**config.mk**
```make
export PLATFORM = sky130hd
export DESIGN_NAME = htu_merge_flat
export DESIGN_NICKNAME = d
export VERILOG_FILES = /design/src/rtl/htu_pkg.sv /design/src/rtl/htu_rsp_if.sv /design/src/rtl/htu_merge.sv /design/src/flat_wrapper.sv
export SDC_FILE = /design/constraint.sdc
export NUM_CORES = 1
export LEC_CHECK = 0
export ABC_AREA = 1
export BUFFER_PORTS_ARGS = -buffer_cell sky130_fd_sc_hd__buf_2
export CORE_MARGIN = 2
export CORE_UTILIZATION = 30
export DETAILED_ROUTE_END_ITERATION = 10
export GPL_TIMING_DRIVEN = 0
export PLACE_DENSITY = 0.62
export SYNTH_ARGS = -nofsm -noshare
export SYNTH_HDL_FRONTEND = slang
export SYNTH_SLANG_ARGS = --single-unit
```
**constraint.sdc**
```tcl
create_clock -name clock -period 1.6 [get_ports clock]
set_input_delay 0.48 -clock clock [delete_from_list [all_inputs] [get_ports clock]]
set_output_delay 0.48 -clock clock [all_outputs]
set_load 0.005 [all_outputs]
```
**src/rtl/htu_pkg.sv**
```systemverilog
// Shared types, constants and a helper function of the homogeneous transform unit.
`default_nettype none

package htu_pkg;

   // Fixed-point format and geometry
   localparam int FRAC_BITS  = 16;
   localparam int DATA_W     = 32;
   localparam int LANES      = 4;
   localparam int LANE_IDX_W = $clog2(LANES);
   localparam int OPCODE_W   = 2;
   localparam int PROD_W     = 2 * DATA_W - FRAC_BITS;
   localparam int SUM_W      = PROD_W + 2;

   // Opcodes
   localparam logic [OPCODE_W-1:0] OP_IDENTITY  = 2'd0;
   localparam logic [OPCODE_W-1:0] OP_TRANSLATE = 2'd1;
   localparam logic [OPCODE_W-1:0] OP_SCALE     = 2'd2;
   localparam logic [OPCODE_W-1:0] OP_TRANSFORM = 2'd3;

   typedef logic signed [DATA_W-1:0]   data_type;
   typedef logic signed [2*DATA_W-1:0] full_type;
   typedef logic signed [PROD_W-1:0]   prod_type;
   typedef logic signed [SUM_W-1:0]    sum_type;
   typedef logic [OPCODE_W-1:0]        opcode_type;

   localparam data_type FX_ONE = data_type'(1 << FRAC_BITS);
   localparam data_type FX_MAX = {1'b0, {(DATA_W-1){1'b1}}};
   localparam data_type FX_MIN = {1'b1, {(DATA_W-1){1'b0}}};

   // Lane control, driven by the top level
   typedef struct packed {
      logic       identity;  // load the identity row this cycle
      logic       load;      // capture products into the multiply stage
      opcode_type op_s0;     // opcode of the item being accepted
      logic       commit;    // multiply stage retires this cycle
      opcode_type op_s1;     // opcode held in the multiply stage
   } lane_ctrl_type;

   // Clamp a wide sum to the signed data range
   function automatic data_type sat_data(input sum_type v);
      data_type r;
      if (v[SUM_W-1:DATA_W-1] == '0 || v[SUM_W-1:DATA_W-1] == '1) begin
         r = v[DATA_W-1:0];
      end else if (v[SUM_W-1]) begin
         r = FX_MIN;
      end else begin
         r = FX_MAX;
      end
      return r;
   endfunction

endpackage

`default_nettype wire

```
**src/rtl/htu_rsp_if.sv**
```systemverilog
// Response channel interface: the transformed vector.
`default_nettype none

interface htu_rsp_if import htu_pkg::*; ();
   logic     valid;
   logic     ready;
   data_type out_x;
   data_type out_y;
   data_type out_z;
   data_type out_w;

   modport source (output valid, out_x, out_y, out_z, out_w, input ready);
   modport sink   (input valid, out_x, out_y, out_z, out_w, output ready);
endinterface

`default_nettype wire

```
**src/rtl/htu_merge.sv**
```systemverilog
// Output stage: gathers the four lane results into one response register.
`default_nettype none

module htu_merge import htu_pkg::*; (
   input  wire logic     clock,
   input  wire logic     reset,
   input  wire logic     push,
   input  wire data_type lane_result [LANES],
   output logic          out_free,
   htu_rsp_if.source     rsp_if
);

   logic     out_valid_ff;
   logic     out_valid_in;
   data_type out_data_ff [LANES];

   assign out_free     = !out_valid_ff || rsp_if.ready;
   assign out_valid_in = push || (out_valid_ff && !rsp_if.ready);

   // Track response occupancy
   always_ff @(posedge clock) begin
      if (reset) begin
         out_valid_ff <= 1'b0;
      end else begin
         out_valid_ff <= out_valid_in;
      end
   end

   // Capture the vector when the sum stage hands one over
   always_ff @(posedge clock) begin
      if (push) begin
         out_data_ff <= lane_result;
      end
   end

   assign rsp_if.valid = out_valid_ff;
   assign rsp_if.out_x = out_data_ff[0];
   assign rsp_if.out_y = out_data_ff[1];
   assign rsp_if.out_z = out_data_ff[2];
   assign rsp_if.out_w = out_data_ff[3];

endmodule

`default_nettype wire

```
**src/flat_wrapper.sv**
```systemverilog
// flat-port wrapper written by rule: the top's interface ports become plain ports
module htu_merge_flat import htu_pkg::*;
  (clock, reset, push, lane_result, out_free, rsp_if_valid, rsp_if_out_x, rsp_if_out_y, rsp_if_out_z, rsp_if_out_w, rsp_if_ready);
  htu_rsp_if rsp_if_i ();
  input  wire logic clock;
  input  wire logic reset;
  input  wire logic push;
  input  wire data_type lane_result[LANES];
  output logic out_free;
  output wire logic [$bits(rsp_if_i.valid)-1:0] rsp_if_valid;
  output wire logic [$bits(rsp_if_i.out_x)-1:0] rsp_if_out_x;
  output wire logic [$bits(rsp_if_i.out_y)-1:0] rsp_if_out_y;
  output wire logic [$bits(rsp_if_i.out_z)-1:0] rsp_if_out_z;
  output wire logic [$bits(rsp_if_i.out_w)-1:0] rsp_if_out_w;
  input wire logic [$bits(rsp_if_i.ready)-1:0] rsp_if_ready;
  assign rsp_if_valid = rsp_if_i.valid;
  assign rsp_if_out_x = rsp_if_i.out_x;
  assign rsp_if_out_y = rsp_if_i.out_y;
  assign rsp_if_out_z = rsp_if_i.out_z;
  assign rsp_if_out_w = rsp_if_i.out_w;
  assign rsp_if_i.ready = rsp_if_ready;
  htu_merge u_core (.clock(clock), .reset(reset), .push(push), .lane_result(lane_result), .out_free(out_free), .rsp_if(rsp_if_i));
endmodule
```
==> summary.txt, run 1 <==
Run status
  – Outcome: finished, final reports clean

Setup path
  – Data arrival time of the critical path: approximately 0.95 ns
  – Family with the most delay on the worst path: flip-flops
  – Category of the worst setup path launch point: flip-flop
  – CP max stage cell: edfxtp_1
  – WP data required: 1.12 ns
  – Critical register-to-register path endpoint: u_core.rsp_if.valid$_SDFF_PP0_
  – Register-to-register setup slack: between 1 and 1.5 ns
  – Crit path capture type: output pin
  – Length in cells of the worst reg-to-reg path: 2
  – Critical path buffers and inverters: 1
  – Slowest stage delay, CP: roughly 0.40 ns
  – FF-to-FF Start: u_core.rsp_if.valid$_SDFF_PP0_
  – Ordered cell list for the critical path: buf_2
  – Maximum net fanout on the critical path: 1
  – Type of the worst setup path: reg2out

GRT
  – Number of antenna violations at the first check in global routing: 0
  – Via count of the first global-routing pass: around 2600
  – Pin count of the biggest net entering global routing: between 70 and 80
  – Total gr overflow: 0
  – Overall fraction of global-route tracks in use: a little over an eighth
  – Global-route wire length before repair: about 13000 um

STA
  – Hold slack final: approximately 0.23 ns
  – Final number of hold-violating endpoints: 0
  – Max-slew headroom at the worst pin: between 60% and 70%
  – Setup Total Neg Slack: 0 ns
  – Setup repair after global routing missed its margin: false
  – Final setup violation count: 0
  – Maximum frequency from static timing analysis: approximately 0.70 GHz
  – Period minus WS final: between 1 and 1.5 ns
  – Worst Tran Pin Value: 0.531 ns
  – Final cycle utilization of the critical path: around 90%
  – Skew final: 0 ns
  – Number of pins with negative max-slew slack in the final report: 0

Synthesis
  – Synth Flop Type: edfxtp_1
  – Share of the yosys chip area belonging to registers: between 90% and 100%
  – Post-synthesis register bit count: around 130
  – Number of instances in the synthesized netlist: about 130
  – Cell area after synthesis: 0.00389 sq mm
  – Count of distinct cell types in the synthesized netlist: 5
  – Post-synth EDFFs: 128
  – Dominant cells by area after synthesis: edfxtp_1, dfxtp_1, a21oi_2, inv_1, nand2_2
  – Leading area contributor after synthesis: edfxtp_1
  – Post-Syn Area per Cell: approximately 30 sq um
  – Top cells by instance count after synthesis: edfxtp_1, inv_1, a21oi_2, dfxtp_1, nand2_2
  – Async S/R FF share, synth: 0%
  – Count leader, synth: edfxtp_1
  – Post-Syn Nets: 265
  – Synth warn: 0
  – Proportion of netlist area held by the largest area contributor: slightly below 100%

Clock network
  – CTS Root Buffer Type: clkbuf_16
  – Later-pin clock latency in the skew report: 0.40 ns
  – Clock tree from TritonCTS: yes
  – Sink count of the clock tree: 129
  – Maximum buffer depth of the clock tree: 2
  – H-tree depth: 4
  – Clock buffer count from CTS: 17
  – Clock Pin Slew Worst Setup and Hold Paths: around 0.05 ns
  – Resized Gates After CTS: 0
  – Number of hold buffers added after cts: 0
  – Post-CTS setup buffers: 0

Route
  – Vias per Instance: a little over 4
  – Vias after detailed routing: approximately 2400
  – Final routed wire length divided by cell count: 14.9 um
  – Final WL: about 9000 um
  – Iteration-0 DRC Markers: between 100 and 150
  – Number of detailed-routing iterations run before antenna repair: 4
  – Antenna viol nets, final: 0
  – Residual DRC count: 0

Die
  – Die X-Extent: between 100 and 150 um
  – Count of boundary I/O pins: about 260
  – DIE AREA: roughly 0.014 sq mm
  – Placeable core region: around 0.013 sq mm
  – Vertical die dimension: 118 um
  – Placement Rows: 41
  – Starting utilization of the core area: approximately 31%

Run
  – Max-Cap Viols: 0

Hold path
  – Hold Crit Start: reset
  – Worst hold path depth: 2
  – Worst hold endpoint: u_core.rsp_if.valid$_SDFF_PP0_
  – Hold Path Class: in2reg

Layout
  – Fin area: 0.00596 sq mm
  – Fraction of final layout cells with drive strength greater than 1: 67.2%
  – Net total in the final layout: approximately 550
  – Syn-to-layout area delta: 53.3%
  – Antenna diodes: 0
  – Filler-free cell count of the finished design: ~600

Pwr
  – Leakage power: between 2 and 3 nW
  – Total Power Consumption: between 7 and 8 mW
  – Power density relative to cell area: ~1300 mW/mm^2
  – Maximum VDD drop: between 0.0007 and 0.0008 V

Placed design
  – Number of buffers inserted by port buffering: between 200 and 300
  – Placed cell count: about 570
  – Placed Area: 0.00544 sq mm
  – Routability congestion estimate from global placement: about 0.7
[cells by family (layout without fill, tap and decap cells)]
kind of cell	count (synthesis)	in the layout	synth area share [%]
DFF	129	129	99.4
and+or+nand+nor	1	1	0.161
buffers and inverters	2	296	0.193
AOI/OAI and AO/OA	1	1	0.225
[how the worst max path moves through the flow]
| stage | from | end | depth (start not counted) |
|---|---|---|---|
| 4_1_cts | u_core.rsp_if.out_w[2]$_DFFE_PP_ | rsp_if_out_w[2] | 1 |
| 3_5_place_dp | push | u_core.rsp_if.out_z[18]$_DFFE_PP_ | 2 |
| 3_3_place_gp | push | u_core.rsp_if.valid$_SDFF_PP0_ | 3 |
| 6_report | u_core.rsp_if.out_w[2]$_DFFE_PP_ | rsp_if_out_w[2] | 1 |
| 5_1_grt | u_core.rsp_if.out_x[14]$_DFFE_PP_ | rsp_if_out_x[14] | 1 |
| 2_1_floorplan | rsp_if_ready | out_free | 2 |
[state kept, by name, indices dropped and copies added (netlist names)]
name / cells
u_core.rsp_if.out_w: 32
u_core.rsp_if.out_z: 32
u_core.rsp_if.out_x: 32
u_core.rsp_if.out_y: 32
u_core.rsp_if.valid: 1
[cells in the final DEF, fill, tap and decap left out, drive strengths merged]
| cell | count |
|---|---|
| buf | 262 |
| edfxtp | 128 |
| clkbuf | 23 |
| clkinv | 8 |
| inv | 2 |
| nand2 | 1 |
| a21oi | 1 |
| bufinv | 1 |
| dfxtp | 1 |
[metal layers]
layer  vias up  global-route usage (%)  part of all wire [%]
li1       1103                       -                     -
met1      1136                    13.4                    36
met2       169                    21.8                    51
met3        11                    7.07                    11
met4         0                    7.23                   1.4
met5         -                       0                     0
[stage by stage]
| step | utilization [%] | worst slack (ns) |
|---|---|---|
| 6_report | 47.2 | 0.175 |
| 4_1_cts | 47.2 | 0.134 |
| 5_1_grt | 47.2 | 0.127 |
| 2_1_floorplan | - | 0.543 |
| 3_3_place_gp | 42.9 | -1.34 |
| 3_5_place_dp | 43.1 | -0.0797 |
[power breakdown]
group | total [mW] | switching, mW | internal (mW)
Combinational | 0.531 | 0.249 | 0.282
Sequential | 4.09 | 0.0668 | 4.02
Clock | 3.35 | 1.25 | 2.10
[final cells by class]
cell class / instances / area (sq um)
fill: 1117 / 6660
sequential: 129 / 3860
tap: 172 / 215
clock buffer: 23 / 448
clock inverter: 9 / 66.3
timing repair buffer: 262 / 1340
inverter: 2 / 7.51
multi-input combinational: 2 / 15.0
No activity file was read; power rests on OpenSTA's default activity.
==> run 2: changes to the inputs <==
--- a/config.mk
+++ b/config.mk
@@ -7,7 +7,6 @@
 export LEC_CHECK = 0
 export ABC_AREA = 1
 export BUFFER_PORTS_ARGS = -buffer_cell sky130_fd_sc_hd__buf_2
-export CORE_MARGIN = 2
 export CORE_UTILIZATION = 30
 export DETAILED_ROUTE_END_ITERATION = 10
 export GPL_TIMING_DRIVEN = 0
==> summary.txt, run 2 (synthesized netlist as in run 1, its figures left out) <==
Run status
  – Outcome: finished, final reports clean

Setup path
  – Ordered cell list for the critical path: buf_2
  – Category of the worst setup path launch point: flip-flop
  – CP max stage cell: edfxtp_1
  – Slowest stage delay, CP: just under 0.4 ns
  – WP data required: approximately 1.1 ns
  – Critical path buffers and inverters: 1
  – Type of the worst setup path: reg2out
  – Family with the most delay on the worst path: flip-flops
  – Data arrival time of the critical path: 0.93 ns
  – Maximum net fanout on the critical path: 1
  – Crit path capture type: output pin

Route
  – Residual DRC count: 0
  – Number of detailed-routing iterations run before antenna repair: 4
  – Final routed wire length divided by cell count: roughly 14 um
  – Antenna viol nets, final: 0
  – Final WL: approximately 8600 um
  – Vias per Instance: between 4 and 5
  – Vias after detailed routing: 2398
  – Iteration-0 DRC Markers: 170

GRT
  – Overall fraction of global-route tracks in use: around 13%
  – Pin count of the biggest net entering global routing: around 110
  – Total gr overflow: 0
  – Via count of the first global-routing pass: about 2400
  – Number of antenna violations at the first check in global routing: 0
  – Global-route wire length before repair: about 12000 um

Hold path
  – Hold Path Class: in2reg

Clock network
  – Resized Gates After CTS: 0
  – Maximum buffer depth of the clock tree: 2
  – Later-pin clock latency in the skew report: approximately 0.4 ns
  – Post-CTS setup buffers: 0
  – Number of hold buffers added after cts: 0
  – Clock Pin Slew Worst Setup and Hold Paths: about 0.050 ns
  – Sink count of the clock tree: approximately 130
  – Clock buffer count from CTS: 17
  – H-tree depth: 4
  – CTS Root Buffer Type: clkbuf_16
  – Clock tree from TritonCTS: yes

Placed design
  – Number of buffers inserted by port buffering: between 200 and 300
  – Routability congestion estimate from global placement: 0.712

STA
  – Setup Total Neg Slack: 0 ns
  – Max-slew headroom at the worst pin: between 60% and 70%
  – Period minus WS final: 1.41 ns
  – Final number of hold-violating endpoints: 0
  – Number of pins with negative max-slew slack in the final report: 0
  – Setup repair after global routing missed its margin: false
  – Skew final: 0 ns
  – Final setup violation count: 0
  – Final cycle utilization of the critical path: 88.3%
  – Maximum frequency from static timing analysis: ~0.71 GHz
  – Worst Tran Pin Value: 0.525 ns

Die
  – Count of boundary I/O pins: 262
  – DIE AREA: roughly 0.013 sq mm
  – Vertical die dimension: approximately 120 um
  – Die X-Extent: roughly 120 um
  – Placement Rows: between 40 and 50
  – Starting utilization of the core area: a little under a third
  – Placeable core region: between 0.01 and 0.015 sq mm

Layout
  – Antenna diodes: 0
  – Net total in the final layout: between 500 and 600
  – Fraction of final layout cells with drive strength greater than 1: 68.4%
  – Final core area utilization: 47.7%
  – Syn-to-layout area delta: 54.9%
  – Most frequent standard cell in the layout excluding fill and tap cells: buf_2
  – Most frequent cells in the layout: buf_2, edfxtp_1, clkbuf_16, clkinv_2, bufinv_16

Pwr
  – Sequential share of power: between 40% and 50%
  – Clk pwr share: between 40% and 50%
  – Leakage power: roughly 2.6 nW
  – Total Power Consumption: 8.33 mW
  – Share of total power consumed by net switching: a little under 20%
  – Design internal power: 6.72 mW
  – Share of power burned in combinational logic: under 10%
  – Maximum VDD drop: a little over 0.0007 V
  – Psw: between 1.5 and 2 mW
  – Power density relative to cell area: between 1000 and 1500 mW/mm^2

Run
  – Max-Cap Viols: 0
-- run 2: changes by cell type in the layout (fill, tap and decap cells not counted) --
| cell | delta |
|---|---|
| clkbuf_1 | -4 |
| bufinv_16 | +2 |
| clkinv_2 | +1 |
| clkinv_4 | +1 |
| clkinvlp_4 | +1 |
| clkinv_1 | -1 |
-- run 2: layer usage --
metal | global-route usage [%] | up-vias | wire (um)
li1 | - | 1105 | -
met1 | 13.1 | 1109 | 3080
met2 | 20.7 | 172 | 4250
met3 | 7.06 | 12 | 1140
met4 | 6.67 | 0 | 140
met5 | 0 | - | 0
-- run 2: power groups by stage --
stage | Clock [mW] | Sequential [mW] | Combinational [mW]
after CTS | 3.83 | 4.08 | 0.542
after global routing | 3.97 | 4.11 | 0.588
after global placement | 0 | 4.15 | 0.519
after detailed placement | 0 | 4.15 | 0.542
final | 3.72 | 4.08 | 0.531
after floorplan | 0 | 4.19 | 0.00390
-- run 2: final timing paths --
path | start | end | slack, ns | cells past startpoint
worst max-delay path | u_core.rsp_if.out_y[19]$_DFFE_PP_ | rsp_if_out_y[19] | 0.19 | 1
worst min-delay path | reset | u_core.rsp_if.valid$_SDFF_PP0_ | 0.23 | 2
worst max register to register | u_core.rsp_if.valid$_SDFF_PP0_ | u_core.rsp_if.valid$_SDFF_PP0_ | 1.03 | 2
worst min register to register | u_core.rsp_if.valid$_SDFF_PP0_ | u_core.rsp_if.valid$_SDFF_PP0_ | 0.48 | 2
-- run 2: cell type report --
cell class / instances / area [sq um]
clock buffer: 19 / 433
clock inverter: 13 / 144
fill: 1120 / 6600
inverter: 2 / 7.51
multi-input combinational: 2 / 15.0
sequential: 129 / 3860
tap: 172 / 215
timing repair buffer: 262 / 1340
-- run 2: per-stage QoR --
| step | setup WS, ns | std cells | area, sq um | hold slack [ns] |
|---|---|---|---|---|
| 6_report | 0.187 | 599 | 6020 | 0.232 |
| 5_1_grt | 0.140 | 599 | 6020 | 0.207 |
| 4_1_cts | 0.142 | 599 | 6020 | 0.207 |
| 3_5_place_dp | 0.00496 | 567 | 5440 | 0.469 |
| 3_3_place_gp | -1.30 | 566 | 5410 | 0.469 |
| 2_1_floorplan | 0.543 | 133 | 3890 | 0.480 |
